`src/design/gbnsw_pkg.sv`:
```
package gbnsw_pkg;

  // Sequence numbers wrap over a space of this many values.
  localparam int SeqSpace  = 32;
  localparam int SeqW      = $clog2(SeqSpace);
  // Most packets resent by one timeout, and the ceiling of the window.
  localparam int MaxWindow = 16;

  localparam int LenW      = 7;
  localparam int WinW      = 5;
  localparam int OpW       = 2;
  localparam int KindW     = 3;

  // Register file of the configuration port.
  localparam int AddrW     = 3;
  localparam int DataW     = 32;
  localparam logic [AddrW-1:0] AddrWindowSize = 3'd0;
  localparam logic [WinW-1:0]  WindowSizeRst  = 5'd8;

  // Input operation codes.
  localparam logic [OpW-1:0] OpData    = 2'd0;
  localparam logic [OpW-1:0] OpAck     = 2'd1;
  localparam logic [OpW-1:0] OpTimeout = 2'd2;
  localparam logic [OpW-1:0] OpEnd     = 2'd3;

  // Result kinds.
  localparam logic [KindW-1:0] KindSent     = 3'd0;
  localparam logic [KindW-1:0] KindResent   = 3'd1;
  localparam logic [KindW-1:0] KindAckTaken = 3'd2;
  localparam logic [KindW-1:0] KindAckIgn   = 3'd3;
  localparam logic [KindW-1:0] KindFull     = 3'd4;
  localparam logic [KindW-1:0] KindNone     = 3'd5;
  localparam logic [KindW-1:0] KindEnd      = 3'd6;

  typedef struct packed {
    logic [OpW-1:0]  opcode;
    logic [SeqW-1:0] ack_number;
    logic [LenW-1:0] data_length;
  } in_t;

  typedef struct packed {
    logic [KindW-1:0] kind;
    logic [SeqW-1:0]  sequence_res;
    logic [LenW-1:0]  length;
    logic             restart_timer;
    logic             all_done;
    logic             last;
  } out_t;

  // Commands from the controller to the datapath.
  typedef struct packed {
    logic load_step;     // Accept an item and load its single result.
    logic start_resend;  // Accept a timeout and arm the resend walk.
    logic load_resend;   // Load the next resend result.
  } ctrl_cmd_t;

  // Status from the datapath to the controller.
  typedef struct packed {
    logic resend_req;    // Current input is a timeout with packets outstanding.
    logic resend_fin;    // The resend being loaded is the final one.
  } ctrl_sts_t;

endpackage

```
`src/design/gbnsw_ctrl.sv`:
```
module gbnsw_ctrl (
  input  logic                  clk_i,
  input  logic                  rst_ni,
  input  logic                  in_valid_i,
  output logic                  in_ready_o,
  output logic                  out_valid_o,
  input  logic                  out_ready_i,
  input  gbnsw_pkg::ctrl_sts_t  sts_i,
  output gbnsw_pkg::ctrl_cmd_t  cmd_o
);

  localparam logic [1:0] StIdle = 2'd0;
  localparam logic [1:0] StRead = 2'd1;
  localparam logic [1:0] StSend = 2'd2;

  logic [1:0] state_q, state_d;
  logic       out_valid_q, out_valid_d;
  logic       out_free;
  logic       accept;

  // The output register can take a new result when empty or being drained.
  assign out_free    = !out_valid_q || out_ready_i;
  assign in_ready_o  = (state_q == StIdle) && out_free;
  assign accept      = in_valid_i && in_ready_o;
  assign out_valid_o = out_valid_q;

  // Sequencer for single results and for the timeout resend walk.
  always_comb begin
    state_d = state_q;
    cmd_o   = '0;
    unique case (state_q)
      StIdle: begin
        if (accept) begin
          if (sts_i.resend_req) begin
            cmd_o.start_resend = 1'b1;
            state_d            = StRead;
          end else begin
            cmd_o.load_step = 1'b1;
          end
        end
      end
      StRead: begin
        // The length store read is registered; its data is ready next cycle.
        state_d = StSend;
      end
      StSend: begin
        if (out_free) begin
          cmd_o.load_resend = 1'b1;
          state_d           = sts_i.resend_fin ? StIdle : StRead;
        end
      end
      default: begin
        state_d = StIdle;
      end
    endcase
  end

  // Output valid is set on every load and cleared once the transfer completes.
  always_comb begin
    out_valid_d = out_valid_q;
    if (cmd_o.load_step || cmd_o.load_resend) begin
      out_valid_d = 1'b1;
    end else if (out_ready_i) begin
      out_valid_d = 1'b0;
    end
  end

  always_ff @(posedge clk_i or negedge rst_ni) begin
    if (!rst_ni) begin
      state_q     <= StIdle;
      out_valid_q <= 1'b0;
    end else begin
      state_q     <= state_d;
      out_valid_q <= out_valid_d;
    end
  end

endmodule

```
`src/design/gbnsw_datapath.sv`:
```
module gbnsw_datapath (
  input  logic                            clk_i,
  input  logic                            rst_ni,
  input  logic [gbnsw_pkg::WinW-1:0]      window_size_i,
  input  gbnsw_pkg::in_t                  in_data_i,
  output gbnsw_pkg::out_t                 out_data_o,
  input  gbnsw_pkg::ctrl_cmd_t            cmd_i,
  output gbnsw_pkg::ctrl_sts_t            sts_o
);

  localparam int SeqW = gbnsw_pkg::SeqW;
  localparam int LenW = gbnsw_pkg::LenW;
  localparam int WinW = gbnsw_pkg::WinW;

  logic [SeqW-1:0] base_q, base_d;
  logic [SeqW-1:0] next_seq_q, next_seq_d;
  logic            end_seen_q, end_seen_d;
  logic [SeqW-1:0] resend_cnt_q, resend_cnt_d;
  logic [SeqW-1:0] resend_num_q, resend_num_d;
  gbnsw_pkg::out_t out_q, out_d;
  gbnsw_pkg::out_t step_res;

  // Length store, indexed by sequence number, with a registered read port.
  logic [LenW-1:0] len_mem [gbnsw_pkg::SeqSpace];
  logic [LenW-1:0] rd_len_q;
  logic            mem_we;
  logic [SeqW-1:0] rd_addr;

  logic [SeqW-1:0] outs;
  logic [WinW-1:0] eff_win;
  logic            full;
  logic [SeqW-1:0] ack_off;
  logic [SeqW-1:0] ack_base;
  logic            ack_taken;

  // Outstanding count and the effective window, clamped to one and the ceiling.
  assign outs    = next_seq_q - base_q;
  always_comb begin
    eff_win = window_size_i;
    if (window_size_i == '0) begin
      eff_win = WinW'(1);
    end else if (window_size_i > WinW'(gbnsw_pkg::MaxWindow)) begin
      eff_win = WinW'(gbnsw_pkg::MaxWindow);
    end
  end
  assign full      = {{(WinW > SeqW ? 0 : SeqW - WinW){1'b0}}, outs} >= eff_win;
  assign ack_off   = in_data_i.ack_number - base_q;
  assign ack_base  = in_data_i.ack_number + SeqW'(1);
  assign ack_taken = ack_off < outs;

  assign sts_o.resend_req = (in_data_i.opcode == gbnsw_pkg::OpTimeout) && (outs != '0);
  assign sts_o.resend_fin = (resend_cnt_q == resend_num_q - SeqW'(1));

  // Result of an item that causes exactly one result.
  always_comb begin
    step_res               = '0;
    step_res.last          = 1'b1;
    step_res.sequence_res  = base_q;
    case (in_data_i.opcode)
      gbnsw_pkg::OpData: begin
        if (full) begin
          step_res.kind = gbnsw_pkg::KindFull;
        end else begin
          step_res.kind          = gbnsw_pkg::KindSent;
          step_res.sequence_res  = next_seq_q;
          step_res.length        = in_data_i.data_length;
          step_res.restart_timer = (outs == '0);
        end
      end
      gbnsw_pkg::OpAck: begin
        if (ack_taken) begin
          step_res.kind          = gbnsw_pkg::KindAckTaken;
          step_res.sequence_res  = ack_base;
          step_res.restart_timer = 1'b1;
          step_res.all_done      = end_seen_q && (ack_base == next_seq_q);
        end else begin
          step_res.kind     = gbnsw_pkg::KindAckIgn;
          step_res.all_done = end_seen_q && (outs == '0);
        end
      end
      gbnsw_pkg::OpTimeout: begin
        // Only reached with nothing outstanding.
        step_res.kind     = gbnsw_pkg::KindNone;
        step_res.all_done = end_seen_q;
      end
      default: begin
        step_res.kind     = gbnsw_pkg::KindEnd;
        step_res.all_done = (outs == '0);
      end
    endcase
  end

  assign mem_we = cmd_i.load_step && (in_data_i.opcode == gbnsw_pkg::OpData) && !full;

  // Window state updates.
  always_comb begin
    base_d       = base_q;
    next_seq_d   = next_seq_q;
    end_seen_d   = end_seen_q;
    resend_cnt_d = resend_cnt_q;
    resend_num_d = resend_num_q;
    if (cmd_i.load_step) begin
      if (mem_we) begin
        next_seq_d = next_seq_q + SeqW'(1);
      end
      if ((in_data_i.opcode == gbnsw_pkg::OpAck) && ack_taken) begin
        base_d = ack_base;
      end
      if (in_data_i.opcode == gbnsw_pkg::OpEnd) begin
        end_seen_d = 1'b1;
      end
    end
    if (cmd_i.start_resend) begin
      resend_cnt_d = '0;
      resend_num_d = (outs > SeqW'(gbnsw_pkg::MaxWindow)) ?
                     SeqW'(gbnsw_pkg::MaxWindow) : outs;
    end
    if (cmd_i.load_resend) begin
      resend_cnt_d = resend_cnt_q + SeqW'(1);
    end
  end

  // Output register payload.
  assign rd_addr = base_q + resend_cnt_q;
  always_comb begin
    out_d = out_q;
    if (cmd_i.load_step) begin
      out_d = step_res;
    end else if (cmd_i.load_resend) begin
      out_d.kind          = gbnsw_pkg::KindResent;
      out_d.sequence_res  = rd_addr;
      out_d.length        = rd_len_q;
      out_d.restart_timer = sts_o.resend_fin;
      out_d.all_done      = 1'b0;
      out_d.last          = sts_o.resend_fin;
    end
  end

  always_ff @(posedge clk_i or negedge rst_ni) begin
    if (!rst_ni) begin
      base_q       <= '0;
      next_seq_q   <= '0;
      end_seen_q   <= 1'b0;
      resend_cnt_q <= '0;
      resend_num_q <= '0;
    end else begin
      base_q       <= base_d;
      next_seq_q   <= next_seq_d;
      end_seen_q   <= end_seen_d;
      resend_cnt_q <= resend_cnt_d;
      resend_num_q <= resend_num_d;
    end
  end

  always_ff @(posedge clk_i) begin
    out_q <= out_d;
  end

  // Length store write on a send, read of the next resend slot every cycle.
  always_ff @(posedge clk_i) begin
    if (mem_we) begin
      len_mem[next_seq_q] <= in_data_i.data_length;
    end
    rd_len_q <= len_mem[rd_addr];
  end

  assign out_data_o = out_q;

endmodule

```
`src/design/go_back_n_sender_window_unit.sv`:
```
// Data, ack, end, idle timeout items: one result, shown the cycle after the transfer.
// Such items are taken back to back, one per cycle, while the output can drain.
// A timeout with k packets outstanding gives k resends, paced by the registered read
// of the length store; no item is taken until the last is loaded.
// Reset clears the window base, next sequence and end flag, sets window_size to 8,
// and leaves the length store unwritten.
module go_back_n_sender_window_unit (
  input  logic                              clk_i,
  input  logic                              rst_ni,
  input  logic                              in_valid_i,
  output logic                              in_ready_o,
  input  gbnsw_pkg::in_t                    in_data_i,
  output logic                              out_valid_o,
  input  logic                              out_ready_i,
  output gbnsw_pkg::out_t                   out_data_o,
  input  logic                              psel,
  input  logic                              penable,
  input  logic                              pwrite,
  input  logic [gbnsw_pkg::AddrW-1:0]       paddr,
  input  logic [gbnsw_pkg::DataW-1:0]       pwdata,
  output logic [gbnsw_pkg::DataW-1:0]       prdata,
  output logic                              pready
);

  logic [gbnsw_pkg::WinW-1:0] window_size_q;
  logic                       win_sel;
  gbnsw_pkg::ctrl_cmd_t       cmd;
  gbnsw_pkg::ctrl_sts_t       sts;

  // Configuration register access; the port never waits.
  assign pready  = 1'b1;
  assign win_sel = (paddr[gbnsw_pkg::AddrW-1:2] == gbnsw_pkg::AddrWindowSize[gbnsw_pkg::AddrW-1:2]);

  always_ff @(posedge clk_i or negedge rst_ni) begin
    if (!rst_ni) begin
      window_size_q <= gbnsw_pkg::WindowSizeRst;
    end else if (psel && penable && pwrite && pready && win_sel) begin
      window_size_q <= pwdata[gbnsw_pkg::WinW-1:0];
    end
  end

  always_comb begin
    prdata = '0;
    if (win_sel) begin
      prdata[gbnsw_pkg::WinW-1:0] = window_size_q;
    end
  end

  gbnsw_ctrl u_ctrl (
    .clk_i       (clk_i),
    .rst_ni      (rst_ni),
    .in_valid_i  (in_valid_i),
    .in_ready_o  (in_ready_o),
    .out_valid_o (out_valid_o),
    .out_ready_i (out_ready_i),
    .sts_i       (sts),
    .cmd_o       (cmd)
  );

  gbnsw_datapath u_datapath (
    .clk_i         (clk_i),
    .rst_ni        (rst_ni),
    .window_size_i (window_size_q),
    .in_data_i     (in_data_i),
    .out_data_o    (out_data_o),
    .cmd_i         (cmd),
    .sts_o         (sts)
  );

endmodule

```
`config.mk`:
```
export PLATFORM = sky130hd
export DESIGN_NAME = go_back_n_sender_window_unit
export DESIGN_NICKNAME = d
export VERILOG_FILES = /design/src/design/gbnsw_pkg.sv /design/src/design/gbnsw_ctrl.sv /design/src/design/gbnsw_datapath.sv /design/src/design/go_back_n_sender_window_unit.sv
export SDC_FILE = /design/constraint.sdc
export NUM_CORES = 1
export LEC_CHECK = 0
export ABC_AREA = 1
export BUFFER_PORTS_ARGS = -buffer_cell sky130_fd_sc_hd__buf_2
export CAP_MARGIN = 25
export CORE_ASPECT_RATIO = 1.25
export CORE_MARGIN = 5
export CORE_UTILIZATION = 55
export DETAILED_ROUTE_END_ITERATION = 7
export HOLD_SLACK_MARGIN = 0.02
export PLACE_DENSITY = 0.77
export SLEW_MARGIN = 0
export SYNTH_ARGS = -nofsm -noshare
export SYNTH_HDL_FRONTEND = slang
export SYNTH_HIERARCHICAL = 1
export SYNTH_SLANG_ARGS = --single-unit
```
`constraint.sdc`:
```
create_clock -name clk_i -period 5.06 [get_ports clk_i]
set_input_delay 0.506 -clock clk_i [delete_from_list [all_inputs] [get_ports clk_i]]
set_output_delay 0.506 -clock clk_i [all_outputs]
set_load 0.03 [all_outputs]
```
==> flow_summary.toml, run 1 <==
[placement]
place_ws_ns = 0.787
dp.final_hpwl_mm = 18.8
placed_cells = 1492
place_congestion = 0.904
portBuffers = 51

[detailed_routing]
drt-initial-drc-count = 783
drc_errors = 0
viasPerCell = 5.82
drt-pass1-iter-count = 5
postRouteAntennaNets = 0
vias = 8969
drt-wirelength-per-cell_um = 19.2
finalWirelength_mm = 29.6

[worst_setup_path]
cp_top_family = "simple AND/OR/NAND/NOR gates"
cp-start-kind = "register"
timing.critical_path.buf_inv = 6
worstPathMaxFanout = 14
max_stage_delay_ns = 0.56
crit_slowest_cell = "nor2_1"
critical_path.cell_chain = "inv_1 -> ha_1 -> inv_1 -> fa_1 -> nor2_1 -> nor2_1 -> nor4_1 -> a21oi_1 -> inv_1 -> nand4_1 -> inv_1 -> inv_1 -> nor2_1 -> nand2_4 -> clkinv_4 -> nand2_4 -> nor2_1"
cpMostUsedCell = "inv_1"
worstPathRequired_ns = 5.21
path_class = "register to register"
crit_path_end_kind = "register"
worstPathArrival_ns = 4.48

[final_layout]
final_common_cell = "nor2_1"
finalNetCount = 1316
area_growth_pct = 9.69
fin_cells = 1541
drive_gt1_frac = 0.0966
final_cell_mix = "248 x nor2_1, 241 x edfxtp_1, 203 x nand2_1, 75 x o21ai_0, 71 x inv_1"
antenna_cells = 0

[sta]
rsz0062_at_grt = "false"
min_period_ns = 4.34
hold_violations = 0
drv_slew = 0
hold_ws_ns = 0.0189
fin_skew_ns = 0.0205
max-slew-margin-rel = 0.410
finalWorstSetupSlack_ns = 0.723
tightest_slew_ns = 0.884
fin_crit_sh = 0.857
max_freq_ghz = 0.231
setup_tns_ns = 0
setup-violations-final = 0

[floorplan]
initial_core_util = 0.557
io_pins = 109
dieArea_um2 = 26300
num_rows = 62
die_w_um = 146
dieHeight_um = 180
core_um2 = 22900

[logic_synthesis]
ys_warn_count = 6
avgSynthCellArea_um2 = 10.6
yosysUniqueCellTypes = 39
synth_largest_area_cell = "edfxtp_1"
synth_area_leaders = "edfxtp_1 57%, nor2_1 7.3%, nand2_1 6.0%"
synth_top_area_frac = 0.568
ys_seq_elements = 278
syn_inst = 1200
ys_seq_area_frac = 0.638
synth_area_um2 = 12700

[pwr]
internal-power_uw = 5400
power.leakage_uw = 0.00542
clock_power_share = 0.195
peakVddDrop_mv = 0.548
switching_share = 0.448
p_sw_uw = 4390
p_comb_frac = 0.509
power_frac_seq = 0.296
power.density_nw_per_um2 = 701
total_power_uw = 9790

[hold_path]
min_path_type = "primary input to async pin"

[cts]
clockRootBuffer = "clkbuf_16"
post_cts_buffers = 0
postCtsHoldBufs = 0
clkTransAtPathRegs_ns = 0.06
worst_skew_pair.late_latency_ns = 0.53
numCtsBuffers = 26
h-tree-depth = 1
cts_sinks = 278
ctsResizeCount = 0
clk_path_buf_depth = 3
cts_tree = "built"

[global_routing]
grt_pass1_wl_mm = 46.2
grt_pass1_vias = 8695
grt_max_degree = 114
antenna_found_initial = 0
grt_overflow = 0
track_usage = 0.219

[outcome]
outcome = "finished, final reports clean"

[job]
maxCapViolations = 0
power groups by stage:
stage | clock network, µW | registers, µW | logic (µW)
final | 1910 | 2890 | 4990
after global routing | 2040 | 2920 | 5490
after CTS | 1940 | 2890 | 4880
after detailed placement | 0 | 2940 | 4850
after global placement | 0 | 2930 | 4750
after floorplan | 0 | 2990 | 3520
synthesized netlist by cell type:
cell type / count
nor2_4: 1
dfxtp_1: 8
nand2_1: 203
nand2_2: 2
nand3_2: 1
buf_1: 8
or2_0: 1
o211ai_1: 3
clkinv_4: 1
o32ai_1: 56
conb_1: 2
o21bai_1: 2
clkbuf_1: 35
a21oi_2: 1
a21oi_1: 17
xnor2_1: 8
inv_1: 72
nand2_4: 5
buf_2: 11
ha_1: 24
nor4_1: 2
xor2_1: 15
a31oi_1: 2
or2_2: 3
o31ai_1: 7
fa_1: 3
nand3_1: 68
buf_4: 28
a22o_1: 1
buf_12: 1
edfxtp_1: 241
dfrtp_1: 28
o21ai_0: 75
dfstp_2: 1
nor3_1: 7
nor2_1: 248
o22ai_1: 2
nand4_1: 6
inv_2: 1
cells by family (layout without fill, tap and decap cells):
| group | count (synthesis) | after routing | synth area share |
|---|---|---|---|
| fa+ha+maj | 27 | 27 | 0.0283 |
| flops | 278 | 278 | 0.638 |
| compound gates | 166 | 166 | 0.0851 |
| other cells | 2 | 28 | 0.000589 |
| buf+inv | 157 | 184 | 0.0573 |
| simple gates | 547 | 547 | 0.175 |
| xor+xnor | 23 | 23 | 0.0158 |
through the flow:
stage / utilization / area (µm²)
after floorplan: - / 12800
after global placement: 0.573 / 13100
after detailed placement: 0.573 / 13100
after CTS: 0.610 / 14000
after global routing: 0.611 / 14000
final: 0.611 / 14000
state kept, by name, indices dropped and copies added, names as in the netlist:
register and flops:
u_datapath/rd_len_q 7, u_datapath/end_seen_q 1, u_datapath/base_q 5, window_size_q 5, u_datapath/resend_num_q 5, u_datapath/resend_cnt_q 5, u_datapath/out_data_o 18, u_ctrl/out_valid_o 1
u_datapath/next_seq_q 5, u_datapath/len_mem 224, u_ctrl/state_q 2
layout make-up:
type	count	area [µm²]
Sequential cell	278	8120
Tap cell	288	360
Inverter	74	283
Timing Repair Buffer	62	350
Fill cell	1737	8910
Clock inverter	12	116
Clock buffer	36	729
Multi-Input combinational cell	791	4010
metal layers:
layer,wire length [µm],track usage
met5,0,0
met4,1290,0.0953
met3,2460,0.0299
met2,14700,0.378
met1,11100,0.278
path summary, 6_finish.rpt:
check                                          from  cells after the start                        end  slack, ns
setup / recovery           u_datapath/next_seq_q[0]                     17  u_datapath/len_mem[24][4]       0.72
hold / removal                               rst_ni                      1         u_ctrl/out_valid_o       0.02
setup reg to reg           u_datapath/next_seq_q[0]                     17  u_datapath/len_mem[24][4]       0.72
hold reg to reg               u_datapath/end_seen_q                      2      u_datapath/end_seen_q       0.46
max in group asynchronous                    rst_ni                      1   u_datapath/next_seq_q[2]       4.56
min in group clk_i                        pwdata[3]                      3           window_size_q[3]       0.21
No activity file was read; power rests on OpenSTA's default activity.
==> inputs of run 2 (changes only) <==
--- a/config.mk
+++ b/config.mk
@@ -12,7 +12,6 @@
 export CORE_MARGIN = 5
 export CORE_UTILIZATION = 55
 export DETAILED_ROUTE_END_ITERATION = 7
-export HOLD_SLACK_MARGIN = 0.02
 export PLACE_DENSITY = 0.77
 export SLEW_MARGIN = 0
 export SYNTH_ARGS = -nofsm -noshare
==> constraint.sdc (replaced) <==
create_clock -name clk_i -period 5.06 [get_ports clk_i]
set_input_delay 1.012 -clock clk_i [delete_from_list [all_inputs] [get_ports clk_i]]
set_output_delay 1.012 -clock clk_i [all_outputs]
set_load 0.03 [all_outputs]
==> flow_summary.toml, run 2 (synthesis gave the netlist of run 1 again) <==
[outcome]
outcome = "finished, final reports clean"

[final_layout]
regMostFlops = "u_datapath/len_mem"
drive_gt1_frac = 0.0981
final_cell_mix = "248 x nor2_1, 241 x edfxtp_1, 203 x nand2_1, 75 x o21ai_0, 71 x inv_1"
area_growth_pct = 10.6
finalNetCount = 1317
fin_area_um2 = 14100
final_common_cell = "nor2_1"
largest_register_ffs = 224
antenna_cells = 0

[pwr]
switching_share = 0.438
p_sw_uw = 4360
power_frac_seq = 0.291
internal-power_uw = 5600
power.density_nw_per_um2 = 706
power.leakage_uw = 0.00547
peakVddDrop_mv = 0.730
clock_power_share = 0.209
p_comb_frac = 0.500
total_power_uw = 9960

[detailed_routing]
drt-pass1-iter-count = 5
finalWirelength_mm = 28.4
viasPerCell = 5.72
vias = 8814
drt-wirelength-per-cell_um = 18.4
drt-initial-drc-count = 659
postRouteAntennaNets = 0
drc_errors = 0

[worst_setup_path]
critical_path.cell_chain = "inv_1 -> ha_1 -> inv_1 -> fa_1 -> nor2_1 -> nor2_1 -> nor4_1 -> a21oi_1 -> inv_1 -> nand4_1 -> inv_1 -> inv_1 -> nor2_1 -> nand2_4 -> clkinv_4 -> nand2_4 -> nor2_1"
worstPathArrival_ns = 4.56
max_stage_delay_ns = 0.61
crit_slowest_cell = "nor2_1"
worstPathRequired_ns = 5.21
crit_path_end_kind = "register"
path_class = "register to register"
worstPathMaxFanout = 14
cpMostUsedCell = "inv_1"
cp-start-kind = "register"

[cts]
worst_skew_pair.late_latency_ns = 0.52
cts_sinks = 278
ctsResizeCount = 0
clk_path_buf_depth = 3
cts_tree = "built"
numCtsBuffers = 26
post_cts_buffers = 0
postCtsHoldBufs = 0
clockRootBuffer = "clkbuf_16"
clkTransAtPathRegs_ns = 0.07
h-tree-depth = 1

[sta]
finalWorstSetupSlack_ns = 0.659
tightest_slew_ns = 0.901
rsz0062_at_grt = "false"
max-slew-margin-rel = 0.398
drv_slew = 0
fin_crit_sh = 0.870
setup_tns_ns = 0
fin_skew_ns = 0.00907
min_period_ns = 4.40
max_freq_ghz = 0.227
hold_violations = 0
setup-violations-final = 0

[global_routing]
grt_pass1_wl_mm = 44.7
antenna_found_initial = 0
grt_overflow = 0
grt_pass1_vias = 8539
track_usage = 0.210
grt_max_degree = 114

[floorplan]
initial_core_util = 0.557
dieHeight_um = 180
num_rows = 62
core_um2 = 22900
dieArea_um2 = 26300
die_w_um = 146
io_pins = 109

[placement]
portBuffers = 51
place_congestion = 0.903
dp.final_hpwl_mm = 18.2
place_ws_ns = 0.711
place_area_um2 = 13100

[hold_path]
min_path_type = "register to register"

[job]
maxCapViolations = 0
==> run 2: cell types whose count changed in the layout (fill, tap and decap cells not counted), sizes merged <==
cell,before,now
buf,62,63
clkinv,8,11
clkbuf,36,29
bufinv,2,6
==> run 2: through the flow <==
stage	cells	hold slack, ns	utilization
after floorplan	1226	0.427	-
after global placement	1492	0.454	0.573
after detailed placement	1492	0.452	0.573
after CTS	1540	0.467	0.613
after global routing	1542	0.487	0.616
final	1542	0.467	0.616
==> run 2: per-layer routing <==
layer	up-vias	wire length (µm)	track usage
li1	4176	-	-
met1	4169	10800	0.263
met2	415	14700	0.382
met3	54	2160	0.0249
met4	0	752	0.0659
met5	-	0	0
==> run 2: path summary, 6_finish.rpt <==
path,start,end,slack (ns),cells after the start
min in group asynchronous,rst_ni,u_ctrl/out_valid_o,0.53,1
setup / recovery,u_datapath/next_seq_q[0],u_datapath/len_mem[25][3],0.66,17
hold / removal,u_datapath/end_seen_q,u_datapath/end_seen_q,0.47,2
hold reg to reg,u_datapath/end_seen_q,u_datapath/end_seen_q,0.47,2
setup reg to reg,u_datapath/next_seq_q[0],u_datapath/len_mem[25][3],0.66,17
max in group asynchronous,rst_ni,u_datapath/next_seq_q[2],4.08,1
==> run 2: final cells by class <==
cell class,count,area (µm²)
inverter,74,283
fill,1755,8790
timing repair buffer,63,385
tap,288,360
clock inverter,19,246
sequential,278,8120
multi-input combinational,791,4010
clock buffer,29,683
==> run 2: worst max-delay path: cells and delay by family, from the launching register on <==
kind | cells | cell delay (ns)
AO/OA/AOI/OAI | 1 | 0.18
adder cells (fa/ha/maj) | 2 | 0.66
buffers and inverters | 6 | 0.84
flip-flops | 1 | 0.43
AND/OR/NAND/NOR | 8 | 1.90
==> run 2: power by group through the flow <==
| stage | Sequential, µW | Combinational [µW] | Clock, µW |
|---|---|---|---|
| 2_1_floorplan | 2990 | 3520 | 0 |
| 3_3_place_gp | 2930 | 4720 | 0 |
| 3_5_place_dp | 2940 | 4810 | 0 |
| 4_1_cts | 2900 | 4840 | 2110 |
| 5_1_grt | 2920 | 5510 | 2220 |
| 6_report | 2900 | 4970 | 2080 |
==> inputs of run 3 (changes only) <==
--- a/config.mk
+++ b/config.mk
@@ -5,7 +5,6 @@
 export SDC_FILE = /design/constraint.sdc
 export NUM_CORES = 1
 export LEC_CHECK = 0
-export ABC_AREA = 1
 export BUFFER_PORTS_ARGS = -buffer_cell sky130_fd_sc_hd__buf_2
 export CAP_MARGIN = 25
 export CORE_ASPECT_RATIO = 1.25
==> flow_summary.toml, run 3 <==
[floorplan]
core_um2 = 22300
dieArea_um2 = 25700
initial_core_util = 0.557
die_w_um = 144
dieHeight_um = 178
num_rows = 61
io_pins = 109

[final_layout]
finalNetCount = 852
antenna_cells = 0
fin_area_um2 = 13700
largest_register_ffs = 224
fin_util = 0.614
drive_gt1_frac = 0.279
final_common_cell = "edfxtp_1"
multi_input_area_um2 = 3960
fillers = 1572
regMostFlops = "u_datapath/len_mem"
fin_cells = 1071
area_growth_pct = 10.2
regArea_um2 = 8120
final_cell_mix = "241 x edfxtp_1, 70 x mux4_2, 51 x buf_2, 33 x and3_1"

[cts]
cts_tree = "built"
worst_skew_pair.late_latency_ns = 0.52
clockRootBuffer = "clkbuf_16"
numCtsBuffers = 26
clkTransAtPathRegs_ns = 0.06
h-tree-depth = 1
cts_sinks = 278
clk_path_buf_depth = 3
post_cts_buffers = 0
postCtsHoldBufs = 0
ctsResizeCount = 0

[logic_synthesis]
syn_inst = 711
synth_edf_count = 241
async_reset_ff_frac = 0.104
synth_area_leaders = "edfxtp_1 58%, mux4_2 13%, dfrtp_1 5.6%"
ys_seq_elements = 278
ys_seq_area_frac = 0.654
synth_largest_area_cell = "edfxtp_1"
synth_most_common_cell = "edfxtp_1"
avgSynthCellArea_um2 = 17.5
synth-main-ff-cell = "edfxtp_1"
synth_area_um2 = 12400
ys_warn_count = 6
synth_commonest_cells = "241 x edfxtp_1, 70 x mux4_2, 33 x and3_1, 28 x buf_4, 28 x dfrtp_1"
synth_top_area_frac = 0.583
yosysUniqueCellTypes = 70

[global_routing]
track_usage = 0.197
grt_pass1_wl_mm = 38.6
antenna_found_initial = 0
grt_pass1_vias = 6650
grt_overflow = 0
grt_max_degree = 58

[placement]
placed_cells = 1023
dp.final_hpwl_mm = 16.6
place_area_um2 = 12800
place_congestion = 0.895
portBuffers = 51

[sta]
tightest_slew_ns = 0.982
fin_skew_ns = 0.00847
max-slew-margin-rel = 0.339
rsz0062_at_grt = "false"
setup-violations-final = 0
drv_slew = 0
min_period_ns = 4.43
max_freq_ghz = 0.226
hold_violations = 0
setup_tns_ns = 0
fin_crit_sh = 0.875

[pwr]
power.density_nw_per_um2 = 681
power.leakage_uw = 0.00495
peakVddDrop_mv = 0.913
total_power_uw = 9320

[detailed_routing]
drt-initial-drc-count = 510
postRouteAntennaNets = 0
finalWirelength_mm = 24.9
drt-wirelength-per-cell_um = 23.3
drc_errors = 0
viasPerCell = 6.06
vias = 6489
drt-pass1-iter-count = 5

[worst_setup_path]
worstPathRequired_ns = 5.24
worstPathMaxFanout = 44
r2r_cells = 15
worst-r2r-setup-slack_ns = 0.63
timing.rr.start = "u_datapath/next_seq_q[0]"
crit_path_end_kind = "register"
cp-start-kind = "register"
path_class = "register to register"
worstPathArrival_ns = 4.61
worstReg2RegEnd = "u_datapath/len_mem[18][1]"

[hold_path]
hold_depth = 1
holdPathEnd = "u_datapath/end_seen_q"
min_path_type = "register to register"
hp-start = "u_datapath/end_seen_q"

[outcome]
outcome = "finished, final reports clean"

[job]
maxCapViolations = 0
==> run 3: changes by cell type after synthesis, moves of 50 or more <==
cell	before	now
o32ai_1	56	0
o21ai_0	75	11
nor2_1	248	13
mux4_2	0	70
nand2_1	203	24
inv_1	72	22
nand3_1	68	9
==> run 3: critical path, stage by stage, from the launching register on <==
cell and delay, ns:
dfrtp_1 0.46, inv_1 0.19, ha_1 0.19, inv_1 0.06
fa_1 0.46, a21oi_1 0.16, nor2_1 0.05, nor2_1 0.12
xnor2_1 0.25, ha_1 0.38, inv_1 0.11, a2111oi_0 0.07
a211o_2 0.37, a311oi_4 0.27, buf_4 0.44, and3_1 0.49
==> run 3: kinds of logic after synthesis <==
family	count (synthesis)	share of synthesized area
buffers and inverters	79	0.0369
muxes	101	0.155
and+or+nand+nor	125	0.0597
AOI/OAI and AO/OA	64	0.0377
xor gates and xnor gates	34	0.0264
adders and majority gates	28	0.0298
other	2	0.000605
DFF	278	0.654
==> run 3: cell type report <==
cell class	count	share of cell area
Inverter	22	0.00603
Clock buffer	31	0.0519
Tap cell	283	0.0259
Sequential cell	278	0.593
Multi-Input combinational cell	380	0.289
Timing Repair Buffer	61	0.0241
Clock inverter	16	0.00960
==> run 3: layer usage <==
layer / vias to the layer above / wire length (µm) / GRT usage
met5: - / 0 / 0
met4: 0 / 904 / 0.0653
met3: 57 / 1340 / 0.0279
met2: 233 / 13200 / 0.343
met1: 3335 / 9450 / 0.256
li1: 2864 / - / -
==> run 3: worst max path at each step <==
stage	from	endpoint	depth (start not counted)
floorplan	u_datapath/next_seq_q[0]	u_datapath/len_mem[15][0]	15
global placement	u_datapath/next_seq_q[0]	u_datapath/len_mem[16][1]	15
detailed placement	u_datapath/next_seq_q[0]	u_datapath/len_mem[23][0]	15
CTS	u_datapath/next_seq_q[0]	u_datapath/len_mem[18][4]	15
global route	u_datapath/next_seq_q[0]	u_datapath/len_mem[15][0]	17
finish	u_datapath/next_seq_q[0]	u_datapath/len_mem[18][1]	15
==> run 3: through the flow <==
| stage | worst slack (ns) | hold WS [ns] |
|---|---|---|
| 6_report | 0.631 | 0.472 |
| 5_1_grt | 0.362 | 0.514 |
| 3_3_place_gp | 0.781 | 0.447 |
| 2_1_floorplan | 0.969 | 0.424 |
| 3_5_place_dp | 0.624 | 0.460 |
| 4_1_cts | 0.644 | 0.476 |
==> run 3: report_power, final <==
group          internal [µW]  total (µW)  switching, µW  leakage, µW
combinational           2120        4500           2380      0.00193
sequential              2730        2930            204      0.00261
clock                   1100        1890            789     0.000416
